### src/rtl/ffpa_pkg.sv
`timescale 1ns / 1ps
// Shared types and constants for the first-fit page run allocator.
// Depends on nothing; every other file of the block uses it.
package ffpa_pkg;

   // Field widths of the request, response and register words.
   localparam int unsigned ADDR_W        = 32;
   localparam int unsigned COUNT_W       = 11;
   localparam int unsigned STATUS_W      = 2;
   localparam int unsigned CSR_IDX_W     = 2;
   localparam int unsigned CSR_DATA_W    = 32;
   localparam int unsigned PAGE_SHIFT    = 12;
   localparam int unsigned PAGE_NUM_W    = ADDR_W - PAGE_SHIFT;
   localparam int unsigned MAX_PAGES_DEF = 1024;

   // Register reset values.
   localparam logic [ADDR_W-1:0]  REGION_BASE_RST    = '0;
   localparam logic [COUNT_W-1:0] TOTAL_PAGES_RST    = COUNT_W'(1024);
   localparam logic [COUNT_W-1:0] RESERVED_PAGES_RST = '0;

   typedef enum logic {
      ACT_ALLOC = 1'b0,
      ACT_FREE  = 1'b1
   } action_type;

   typedef enum logic [STATUS_W-1:0] {
      ST_DONE      = 2'd0,
      ST_NO_SPACE  = 2'd1,
      ST_NOT_FOUND = 2'd2
   } status_type;

   typedef enum logic [CSR_IDX_W-1:0] {
      CSR_REGION_BASE    = 2'd0,
      CSR_TOTAL_PAGES    = 2'd1,
      CSR_RESERVED_PAGES = 2'd2
   } csr_index_type;

   // One entry of the page table: busy bit, run start mark and run length.
   typedef struct packed {
      logic               busy;
      logic               mark;
      logic [COUNT_W-1:0] len;
   } page_word_type;

   typedef enum logic [1:0] {
      RD_NONE,
      RD_SCAN,
      RD_FREE
   } rd_kind_type;

   typedef enum logic [1:0] {
      WR_NONE,
      WR_ZERO,
      WR_MARK
   } wr_kind_type;

   typedef enum logic [1:0] {
      WALK_HOLD,
      WALK_ALLOC,
      WALK_FREE
   } walk_kind_type;

   typedef enum logic [3:0] {
      S_CLEAR,
      S_IDLE,
      S_DISPATCH,
      S_ALLOC_SCAN,
      S_ALLOC_MARK,
      S_FREE_CHECK,
      S_FREE_CLEAR,
      S_RESPOND
   } ctrl_state_type;

   // Commands from the controller to the datapath.
   typedef struct packed {
      logic          req_ready;
      logic          scan_init;
      rd_kind_type   rd_kind;
      wr_kind_type   wr_kind;
      walk_kind_type walk_kind;
      logic          code_we;
      status_type    code;
      logic          rsp_load;
   } dp_cmd_type;

   // Status from the datapath to the controller.
   typedef struct packed {
      logic req_accept;
      logic is_free;
      logic count_zero;
      logic free_ok;
      logic scan_hit;
      logic scan_miss;
      logic run_marked;
      logic walk_last;
      logic clear_last;
      logic rsp_free;
   } dp_status_type;

endpackage

### src/rtl/ffpa_ctrl.sv
`timescale 1ns / 1ps
// Controller of the allocator: sequences table clearing, scans and run walks.
// Depends on ffpa_pkg; drives the datapath only through command and status.
module ffpa_ctrl (
   input  logic                    clock,
   input  logic                    reset,
   input  ffpa_pkg::dp_status_type status,
   output ffpa_pkg::dp_cmd_type    cmd
);
   import ffpa_pkg::*;

   ctrl_state_type state_ff;
   ctrl_state_type state_in;

   // State register.
   always_ff @(posedge clock) begin
      if (reset) begin
         state_ff <= S_CLEAR;
      end else begin
         state_ff <= state_in;
      end
   end

   // Next state.
   always_comb begin
      state_in = state_ff;
      unique case (state_ff)
         S_CLEAR: begin
            if (status.clear_last) state_in = S_IDLE;
         end
         S_IDLE: begin
            if (status.req_accept) state_in = S_DISPATCH;
         end
         S_DISPATCH: begin
            if (status.is_free) begin
               state_in = status.free_ok ? S_FREE_CHECK : S_RESPOND;
            end else begin
               state_in = status.count_zero ? S_RESPOND : S_ALLOC_SCAN;
            end
         end
         S_ALLOC_SCAN: begin
            if (status.scan_hit) begin
               state_in = S_ALLOC_MARK;
            end else if (status.scan_miss) begin
               state_in = S_RESPOND;
            end
         end
         S_ALLOC_MARK: begin
            if (status.walk_last) state_in = S_RESPOND;
         end
         S_FREE_CHECK: begin
            state_in = status.run_marked ? S_FREE_CLEAR : S_RESPOND;
         end
         S_FREE_CLEAR: begin
            if (status.walk_last) state_in = S_RESPOND;
         end
         S_RESPOND: begin
            if (status.rsp_free) state_in = S_IDLE;
         end
         default: state_in = S_CLEAR;
      endcase
   end

   // Commands to the datapath.
   always_comb begin
      cmd           = '0;
      cmd.rd_kind   = RD_NONE;
      cmd.wr_kind   = WR_NONE;
      cmd.walk_kind = WALK_HOLD;
      cmd.code      = ST_DONE;
      unique case (state_ff)
         S_CLEAR: begin
            cmd.wr_kind = WR_ZERO;
         end
         S_IDLE: begin
            cmd.req_ready = 1'b1;
         end
         S_DISPATCH: begin
            if (status.is_free) begin
               if (status.free_ok) begin
                  cmd.rd_kind = RD_FREE;
               end else begin
                  cmd.code_we = 1'b1;
                  cmd.code    = ST_NOT_FOUND;
               end
            end else if (status.count_zero) begin
               cmd.code_we = 1'b1;
               cmd.code    = ST_NO_SPACE;
            end else begin
               cmd.scan_init = 1'b1;
            end
         end
         S_ALLOC_SCAN: begin
            cmd.rd_kind = RD_SCAN;
            if (status.scan_hit) begin
               cmd.walk_kind = WALK_ALLOC;
            end else if (status.scan_miss) begin
               cmd.code_we = 1'b1;
               cmd.code    = ST_NO_SPACE;
            end
         end
         S_ALLOC_MARK: begin
            cmd.wr_kind = WR_MARK;
            if (status.walk_last) begin
               cmd.code_we = 1'b1;
               cmd.code    = ST_DONE;
            end
         end
         S_FREE_CHECK: begin
            if (status.run_marked) begin
               cmd.walk_kind = WALK_FREE;
            end else begin
               cmd.code_we = 1'b1;
               cmd.code    = ST_NOT_FOUND;
            end
         end
         S_FREE_CLEAR: begin
            cmd.wr_kind = WR_ZERO;
            if (status.walk_last) begin
               cmd.code_we = 1'b1;
               cmd.code    = ST_DONE;
            end
         end
         S_RESPOND: begin
            cmd.rsp_load = status.rsp_free;
         end
         default: begin
            cmd.wr_kind = WR_NONE;
         end
      endcase
   end

endmodule

### config.mk
export PLATFORM = sky130hd
export DESIGN_NAME = ffpa_ctrl
export DESIGN_NICKNAME = d
export VERILOG_FILES = /design/src/rtl/ffpa_pkg.sv /design/src/rtl/ffpa_ctrl.sv
export SDC_FILE = /design/constraint.sdc
export NUM_CORES = 1
export LEC_CHECK = 0
export BUFFER_PORTS_ARGS = -buffer_cell sky130_fd_sc_hd__buf_2
export CAP_MARGIN = 20
export CORE_AREA = 3 3 40 42
export CTS_CLUSTER_DIAMETER = 60
export CTS_CLUSTER_SIZE = 30
export DETAILED_ROUTE_END_ITERATION = 12
export DIE_AREA = 0 0 43 45
export PLACE_DENSITY = 0.55
export SYNTH_ARGS = -nofsm -noshare
export SYNTH_HDL_FRONTEND = slang
export SYNTH_SLANG_ARGS = --single-unit
### constraint.sdc
create_clock -name clock -period 2.9 [get_ports clock]
set_input_delay 0.58 -clock clock [delete_from_list [all_inputs] [get_ports clock]]
set_output_delay 0.58 -clock clock [all_outputs]
set_load 0.02 [all_outputs]
==> impl_metrics.py, run 1 <==
metrics = {
    "min_path": {
        "min_to": "state_ff[2]$_SDFFE_PP0P_",
        "min_from": "reset",
        "hp-class": "in -> reg",
        "holdPathStages": 2,
    },
    "synth": {
        "ys.warnings.count": 0,
        "synth_cell_types": 28,
        "yosys.area.top_type": "dfxtp_1",
        "synth_top_area_frac": 0.166,
        "synth_fp_nets": 67,
        "post_synth.cell_area_avg_um2": 6.57,
        "ys_async_sr_fraction": 0,
        "synth_ff_type": "dfxtp_1",
        "ys_top_cells_by_count": "10 x nor2_1, 5 x nand2_1, 5 x nand2b_1, 5 x nor3_1",
        "synth_cells": 55,
        "synth-seq-cells": 3,
        "syn-cell-area_um2": 362,
        "synth_edf_count": 0,
        "yosys-top-cells-area": "dfxtp_1 17%, nor2_1 10%, nand2b_1 8.7%",
        "yosys.cell_count.top_type": "nor2_1",
        "ys_seq_area_frac": 0.166,
    },
    "timing": {
        "min_period_over_period": 0.766,
        "finalClockSkew_ns": 0.00161,
        "whs_ns": 0.587,
        "period_needed_ns": 2.22,
        "worst_pin_slew_ns": 0.463,
        "drv_slew": 0,
        "max_freq_mhz": 450,
        "final-hold-violation-count": 0,
        "grt_setup_unrepaired": "no",
        "setup_tns_ns": 0,
        "maxSlewHeadroom": 0.691,
        "setup_viol": 0,
        "layout_setup_ws_ns": 0.679,
    },
    "placed_design": {
        "placed_cells": 91,
        "hpwl_um": 846,
        "gp_congestion": 0.748,
        "port_buffers": 23,
        "dp_slack_ns": 0.887,
    },
    "layout": {
        "multi_input_area_um2": 270,
        "layout.cells.non_filler": 95,
        "register_area_um2": 60.1,
        "reg.largest.list": "state_ff (3)",
        "largest_reg_flops": 3,
        "drive_gt1_frac": 0.375,
        "diodes": 0,
        "layout.nets": 93,
        "syn_to_final_growth_pct": 41.9,
        "largest-register": "state_ff",
        "fillers": 160,
    },
    "setup_path": {
        "cp.arrival_ns": 1.64,
        "critPathKind": "reg -> out",
        "r2r_slack_ns": 1.15,
        "startpoint_type": "flip-flop",
        "reg2reg_to": "state_ff[1]$_SDFFE_PP0P_",
        "cp-end-kind": "output pin",
        "rr_worst_depth": 4,
        "r2r_start": "state_ff[1]$_SDFFE_PP0P_",
        "worstPathRequired_ns": 2.32,
        "critPathMaxFanout": 9,
    },
    "outcome": {
        "status": "finished, final reports clean",
    },
    "power": {
        "p_int_uw": 217,
        "seqPwrFrac": 0.228,
        "p_leak_uw": 0.000272,
        "pwr-share-clk": 0.164,
        "vdd_drop_max_mv": 0.254,
        "switching_power_uw": 220,
        "p_per_area_nw_per_um2": 852,
        "combPwrFrac": 0.608,
        "switching_share": 0.503,
    },
    "clocking": {
        "cts_made_buffers": 3,
        "h-tree-depth": 1,
        "worstSkewPairLatency_ns": 0.23,
        "clkSlewWorstSetupHoldPaths_ns": 0.04,
        "root_buffer": "clkbuf_4",
        "cts_resized": 0,
        "cts_hold_buf": 0,
        "clock_sinks": 3,
        "cts_tree": "built",
        "cts_max_path_buffers": 2,
        "cts_setup_buffers": 0,
    },
    "routing": {
        "first_pass_iters": 3,
        "wl_per_cell_um": 10.7,
        "drc_errors": 0,
        "routed_wl_um": 1020,
        "avgViaCountPerCell": 4.86,
        "drtIter0Drc": 6,
        "final_antenna_net_count": 0,
        "dr_total_vias": 462,
    },
    "die": {
        "start_util": 0.281,
        "core_um2": 1280,
        "row_count": 13,
        "dieArea_um2": 1940,
        "fp.dieW_um": 43,
        "die_h_um": 45,
        "io_pins": 24,
    },
    "run": {
        "drv_cap": 0,
    },
    "global_route": {
        "first_global_vias": 442,
        "antenna_found_initial": 0,
        "grt_overflow": 0,
        "grt_pass1_wl_um": 1810,
        "grt_max_degree": 14,
        "track_usage": 0.122,
    },
}
cell families (layout without fill, tap and decap cells):
family | count (synthesis) | after routing | synth area share
flops | 3 | 3 | 0.166
buf+inv | 7 | 32 | 0.0865
simple gates | 33 | 33 | 0.471
xor+xnor | 1 | 1 | 0.0242
compound gates | 9 | 9 | 0.183
mux | 2 | 2 | 0.0692
routing by layer:
metal	GRT usage	up-vias	wire length [µm]
met1	0.146	204	459
met3	0.0398	0	75
met5	0	-	0
met2	0.210	17	485
li1	-	241	-
met4	0.0361	0	0
critical path, stage by stage, from the launching register on:
cell and delay (ns):
dfxtp_1 0.54, nor2_1 0.10, nand2_1 0.15, o32ai_1 0.12, a311o_1 0.33, buf_2 0.16
through the flow:
step,utilization,cell area (µm²),total power (µW)
floorplan,-,362,296
global placement,0.379,487,371
detailed placement,0.379,487,370
CTS,0.399,513,445
global route,0.399,513,486
finish,0.399,513,437
area by class of cell:
cell class,instances,area share
clock buffers,4,0.0512
inverters,4,0.0293
multi-input cells,45,0.527
flip-flops and latches,3,0.117
well taps,15,0.0366
repair buffers,24,0.239
cells in the final DEF (no fill, tap or decap):
master,n
mux2_4,1
nor2_1,10
inv_1,3
o21ai_0,1
nor4_1,1
nand2b_1,5
clkbuf_4,3
and3_1,1
a41oi_1,1
dfxtp_1,3
a21oi_1,2
o2bb2ai_1,1
a311o_1,1
nand3_1,1
o21bai_1,1
inv_2,1
and2_1,1
nor3_1,5
o32ai_1,1
buf_2,23
a211oi_1,1
buf_4,1
clkbuf_1,1
mux2i_1,1
xor2_1,1
nand2_4,1
nand2_1,5
or3_1,2
and4b_1,1
how the worst max path moves through the flow:
stage	startpoint	slack [ns]	to
floorplan	status[3]	0.74	cmd[3]
global placement	status[5]	0.91	cmd[3]
detailed placement	status[5]	0.89	cmd[3]
CTS	state_ff[0]$_SDFFE_PP0P_	0.67	cmd[3]
global route	state_ff[0]$_SDFFE_PP0P_	0.55	cmd[3]
finish	state_ff[0]$_SDFFE_PP0P_	0.68	cmd[3]
power groups by stage:
| stage | Sequential [µW] | Clock [µW] | Combinational, µW |
|---|---|---|---|
| floorplan | 70.3 | 0 | 226 |
| global placement | 101 | 0 | 271 |
| detailed placement | 101 | 0 | 270 |
| CTS | 99.9 | 75.1 | 270 |
| global route | 106 | 82.2 | 298 |
| finish | 99.6 | 71.7 | 266 |
(Power assumes the default switching activity.)
==> run 2, diff against run 1 <==
Settings changed: ABC_AREA from default to 1, PLACE_DENSITY 0.55 to 0.57.
Clock period 2.9 ns to 2.2 ns, I/O delays scaled along.
==> run 2 against run 1 <==
Combinational power up 53%. Sequential power up 20%. Register-to-register slack worse by 0.27 ns. Die area stayed put. Setup slack lost 0.49 ns. Critical path type unchanged.
==> impl_metrics.py, run 2 <==
metrics = {
    "timing": {
        "setup_tns_ns": 0,
        "max_freq_mhz": 496,
        "layout_setup_ws_ns": 0.184,
        "min_period_over_period": 0.916,
        "drv_slew": 0,
        "finalClockSkew_ns": 0.00116,
        "grt_setup_unrepaired": "no",
        "maxSlewHeadroom": 0.783,
        "final-hold-violation-count": 0,
        "worst_pin_slew_ns": 0.325,
        "period_needed_ns": 2.02,
        "setup_viol": 0,
    },
    "clocking": {
        "clock_sinks": 3,
        "clkSlewWorstSetupHoldPaths_ns": 0.04,
        "cts_setup_buffers": 0,
        "cts_made_buffers": 3,
        "cts_resized": 0,
        "cts_tree": "built",
        "root_buffer": "clkbuf_4",
        "cts_max_path_buffers": 2,
        "cts_hold_buf": 0,
        "worstSkewPairLatency_ns": 0.23,
        "h-tree-depth": 1,
    },
    "setup_path": {
        "rr_worst_depth": 7,
        "r2r_start": "state_ff[2]$_SDFFE_PP0P_",
        "worstPathRequired_ns": 1.76,
        "reg2reg_to": "state_ff[2]$_SDFFE_PP0P_",
        "critPathKind": "reg -> out",
        "cp-end-kind": "output pin",
        "r2r_slack_ns": 0.88,
        "cp.arrival_ns": 1.58,
        "critPathMaxFanout": 7,
        "startpoint_type": "flip-flop",
    },
    "synth": {
        "yosys-top-cells-area": "nand2_1 16%, nor2_1 16%, dfxtp_1 15%",
        "ys.warnings.count": 0,
        "ys_async_sr_fraction": 0,
        "ys_top_cells_by_count": "17 x nand2_1, 17 x nor2_1, 13 x inv_1",
        "synth_edf_count": 0,
        "synth_top_area_frac": 0.163,
        "post_synth.cell_area_avg_um2": 5.22,
        "synth-seq-cells": 3,
        "yosys.area.top_type": "nand2_1",
        "synth_ff_type": "dfxtp_1",
        "synth_fp_nets": 87,
        "synth_cells": 75,
        "syn-cell-area_um2": 392,
        "synth_cell_types": 13,
        "ys_seq_area_frac": 0.153,
    },
    "layout": {
        "largest_reg_flops": 3,
        "multi_input_area_um2": 279,
        "largest-register": "state_ff",
        "final_area_um2": 552,
        "fillers": 147,
        "final_common_cell": "buf_2",
        "diodes": 0,
        "layout.cells.non_filler": 117,
        "mostFrequentLayoutCells": "23 x buf_2, 17 x nand2_1, 17 x nor2_1, 13 x inv_1, 10 x nand3_1",
        "reg.largest.list": "state_ff (3)",
        "final_util": 0.429,
        "syn_to_final_growth_pct": 40.9,
        "layout.nets": 115,
        "register_area_um2": 60.1,
        "drive_gt1_frac": 0.343,
    },
    "placed_design": {
        "placed_cells": 113,
        "hpwl_um": 888,
        "gp_congestion": 0.776,
        "port_buffers": 23,
        "dp_slack_ns": 0.415,
        "place_area_um2": 526,
    },
    "routing": {
        "drtIter0Drc": 8,
        "dr_total_vias": 513,
        "final_antenna_net_count": 0,
        "routed_wl_um": 1020,
        "wl_per_cell_um": 8.75,
        "first_pass_iters": 3,
        "avgViaCountPerCell": 4.38,
        "drc_errors": 0,
    },
    "power": {
        "p_per_area_nw_per_um2": 1130,
        "p_leak_uw": 0.000362,
        "vdd_drop_max_mv": 0.574,
    },
    "global_route": {
        "grt_overflow": 0,
        "grt_max_degree": 8,
        "antenna_found_initial": 0,
        "first_global_vias": 463,
        "grt_pass1_wl_um": 1750,
        "track_usage": 0.121,
    },
    "outcome": {
        "status": "finished, final reports clean",
    },
    "die": {
        "start_util": 0.305,
        "core_um2": 1280,
        "die_h_um": 45,
        "dieArea_um2": 1940,
        "row_count": 13,
        "io_pins": 24,
        "fp.dieW_um": 43,
    },
    "min_path": {
        "min_to": "state_ff[1]$_SDFFE_PP0P_",
        "hp-class": "in -> reg",
        "holdPathStages": 4,
        "min_from": "reset",
    },
    "run": {
        "drv_cap": 0,
    },
}
==> run 2: cell types whose count changed in the layout (fill, tap and decap cells not counted), sizes merged, moves of 2 or more <==
cell,before,now
nand2,6,17
nor2,10,21
inv,4,14
nand3,1,11
nand2b,5,0
nor3,5,3
or3,2,0
==> run 2: worst max-delay path, stage by stage, from the launching register on <==
cell and delay [ns]:
dfxtp_1 0.50, inv_2 0.10, nand3_1 0.16, inv_1 0.10, nand2_1 0.08, o21ai_2 0.05, a21oi_1 0.12, nand3_1 0.08
buf_2 0.16
==> run 2: layout make-up <==
cell class,instances,area share
multi-input combinational,58,0.506
timing repair buffer,23,0.209
sequential,3,0.109
inverter,14,0.0952
clock buffer,4,0.0476
tap,15,0.0340
==> run 2: worst max-delay path by stage <==
stage / startpoint / to / slack (ns) / depth (start not counted)
2_1_floorplan: state_ff[0]$_SDFFE_PP0P_ / cmd[3] / 0.49 / 6
3_3_place_gp: state_ff[2]$_SDFFE_PP0P_ / cmd[3] / 0.42 / 8
3_5_place_dp: state_ff[2]$_SDFFE_PP0P_ / cmd[3] / 0.41 / 8
4_1_cts: state_ff[2]$_SDFFE_PP0P_ / cmd[3] / 0.16 / 8
5_1_grt: state_ff[2]$_SDFFE_PP0P_ / cmd[3] / 0.03 / 8
6_report: state_ff[2]$_SDFFE_PP0P_ / cmd[3] / 0.18 / 8
==> run 2: through the flow <==
stage | total power, µW | hold slack (ns)
floorplan | 429 | 0.525
global placement | 536 | 0.568
detailed placement | 535 | 0.582
CTS | 635 | 0.465
global route | 692 | 0.496
finish | 622 | 0.469
==> run 2: routing by layer <==
metal,wire [µm],vias up,GRT usage,part of all wire
met5,0,-,0,0
met4,0,0,0.0723,0
met3,83,0,0.0279,0.081
met2,456,17,0.192,0.45
met1,484,210,0.149,0.47
li1,-,286,-,-
==> run 2: report_power, final <==
part           switching [µW]  leakage [µW]  internal, µW  total [µW]
Clock                    26.0     0.0000150          67.8        93.8
Combinational             255      0.000322           153         408
Sequential               43.2     0.0000250          77.0         120
Total                     324      0.000362           298         622
==> run 2: cell families after synthesis <==
kind of cell	synth area share
flip-flops	0.153
buffers and inverters	0.134
AO/OA/AOI/OAI	0.0831
AND/OR/NAND/NOR	0.629
==> run 3, diff against run 2 <==
Settings changed: CTS_BUF_LIST from default to sky130_fd_sc_hd__clkbuf_8, RECOVER_POWER from default to 100.
==> run 3 against run 2 <==
Wire length grew 5.8%. Sequential power barely moved. First-iteration DRC count rose by 25%. Final area rose by 0.45%. Largest power group unchanged. Flip-flop and latch count unchanged. Clock skew increased by 0.0011 ns. Largest cell class unchanged. Clock-buffer cell count shrank 1.
==> impl_metrics.py, run 3 (same netlist as run 2, synthesis figures left out) <==
metrics = {
    "timing": {
        "min_period_over_period": 0.905,
        "max_freq_mhz": 502,
        "final-hold-violation-count": 0,
        "worst_pin_slew_ns": 0.321,
        "setup_tns_ns": 0,
        "setup_viol": 0,
        "maxSlewHeadroom": 0.786,
        "grt_setup_unrepaired": "no",
        "drv_slew": 0,
        "period_needed_ns": 1.99,
        "finalClockSkew_ns": 0.00224,
    },
    "die": {
        "row_count": 13,
        "io_pins": 24,
        "fp.dieW_um": 43,
        "die_h_um": 45,
        "core_um2": 1280,
        "dieArea_um2": 1940,
        "start_util": 0.305,
    },
    "routing": {
        "first_pass_iters": 2,
        "drc_errors": 0,
        "avgViaCountPerCell": 4.41,
        "dr_total_vias": 516,
        "routed_wl_um": 1080,
        "final_antenna_net_count": 0,
        "wl_per_cell_um": 9.26,
        "drtIter0Drc": 10,
    },
    "min_path": {
        "min_to": "state_ff[1]$_SDFFE_PP0P_",
        "min_from": "reset",
        "hp-class": "in -> reg",
        "holdPathStages": 4,
    },
    "power": {
        "p_leak_uw": 0.000328,
        "vdd_drop_max_mv": 0.664,
        "p_per_area_nw_per_um2": 1210,
    },
    "clocking": {
        "cts_resized": 0,
        "clock_sinks": 3,
        "cts_setup_buffers": 0,
        "clkSlewWorstSetupHoldPaths_ns": 0.03,
        "worstSkewPairLatency_ns": 0.21,
        "cts_made_buffers": 3,
        "h-tree-depth": 1,
        "cts_hold_buf": 0,
        "cts_tree": "built",
        "root_buffer": "clkbuf_8",
        "cts_max_path_buffers": 2,
    },
    "setup_path": {
        "slowest_delay_ns": 0.50,
        "rr_worst_depth": 9,
        "critPathKind": "reg -> out",
        "cp-end-kind": "output pin",
        "r2r_start": "state_ff[2]$_SDFFE_PP0P_",
        "critPathMaxFanout": 7,
        "startpoint_type": "flip-flop",
        "reg2reg_to": "state_ff[2]$_SDFFE_PP0P_",
        "cp.arrival_ns": 1.55,
        "crit_chain": "inv_2 -> nand3_1 -> inv_1 -> nand2_1 -> o21ai_2 -> a21oi_1 -> nand3_1 -> clkbuf_2",
        "crit_path_frequent_cell": "nand3_1",
        "worstPathRequired_ns": 1.76,
        "timing.critical_path.slowest_stage_cell": "dfxtp_1",
        "r2r_slack_ns": 0.79,
    },
    "layout": {
        "layout.nets": 115,
        "largest-register": "state_ff",
        "final_common_cell": "nor2_1",
        "drive_gt1_frac": 0.225,
        "mostFrequentLayoutCells": "18 x nor2_1, 17 x nand2_1, 14 x inv_1, 11 x buf_2, 11 x clkbuf_1",
        "largest_reg_flops": 3,
        "layout.cells.non_filler": 117,
        "reg.largest.list": "state_ff (3)",
        "diodes": 0,
        "syn_to_final_growth_pct": 41.5,
    },
    "placed_design": {
        "placed_cells": 113,
        "hpwl_um": 888,
        "gp_congestion": 0.776,
        "port_buffers": 23,
    },
    "global_route": {
        "grt_pass1_wl_um": 1790,
        "grt_overflow": 0,
        "antenna_found_initial": 0,
        "grt_max_degree": 8,
        "first_global_vias": 464,
        "track_usage": 0.124,
    },
    "outcome": {
        "status": "finished, final reports clean",
    },
    "run": {
        "drv_cap": 0,
    },
}
run 3: worst max path at each step:
stage / depth (start not counted) / slack [ns] / endpoint / startpoint
5_1_grt: 8 / 0.06 / cmd[3] / state_ff[2]$_SDFFE_PP0P_
3_3_place_gp: 8 / 0.42 / cmd[3] / state_ff[2]$_SDFFE_PP0P_
6_report: 8 / 0.21 / cmd[3] / state_ff[2]$_SDFFE_PP0P_
3_5_place_dp: 8 / 0.41 / cmd[3] / state_ff[2]$_SDFFE_PP0P_
4_1_cts: 8 / 0.19 / cmd[3] / state_ff[2]$_SDFFE_PP0P_
2_1_floorplan: 6 / 0.49 / cmd[3] / state_ff[0]$_SDFFE_PP0P_
run 3: stage by stage:
step / area [µm²] / total power (µW) / hold slack, ns / util / setup WS (ns)
finish: 554 / 671 / 0.485 / 0.431 / 0.209
global route: 554 / 740 / 0.521 / 0.431 / 0.0638
CTS: 571 / 696 / 0.487 / 0.444 / 0.187
detailed placement: 526 / 535 / 0.582 / 0.409 / 0.415
global placement: 526 / 536 / 0.568 / 0.409 / 0.416
floorplan: 392 / 429 / 0.525 / - / 0.495
run 3: layout make-up:
| class | instances | area, µm² |
|---|---|---|
| Clock buffer | 3 | 41.3 |
| Clock inverter | 1 | 3.75 |
| Fill cell | 152 | 731 |
| Inverter | 14 | 52.6 |
| Multi-Input combinational cell | 58 | 277 |
| Sequential cell | 3 | 60.1 |
| Tap cell | 15 | 18.8 |
| Timing Repair Buffer | 23 | 101 |
run 3: power breakdown:
group	internal, µW	switching (µW)	total, µW
registers	77.0	42.2	119
logic	140	259	399
clock network	119	34.4	153
run 3: worst max-delay path: cells and delay by family (launching register included):
| family | cells | cell delay, ns |
|---|---|---|
| compound gates | 2 | 0.18 |
| buf+inv | 3 | 0.35 |
| flops | 1 | 0.50 |
| simple gates | 3 | 0.32 |
run 3: layer usage:
| metal | vias up | wire length (µm) | part of all wire | GRT usage |
|---|---|---|---|---|
| met5 | - | 0 | 0 | 0 |
| met1 | 215 | 502 | 0.46 | 0.151 |
| met4 | 0 | 0 | 0 | 0.0723 |
| met2 | 17 | 490 | 0.45 | 0.201 |
| met3 | 0 | 90 | 0.083 | 0.0279 |
| li1 | 284 | - | - | - |
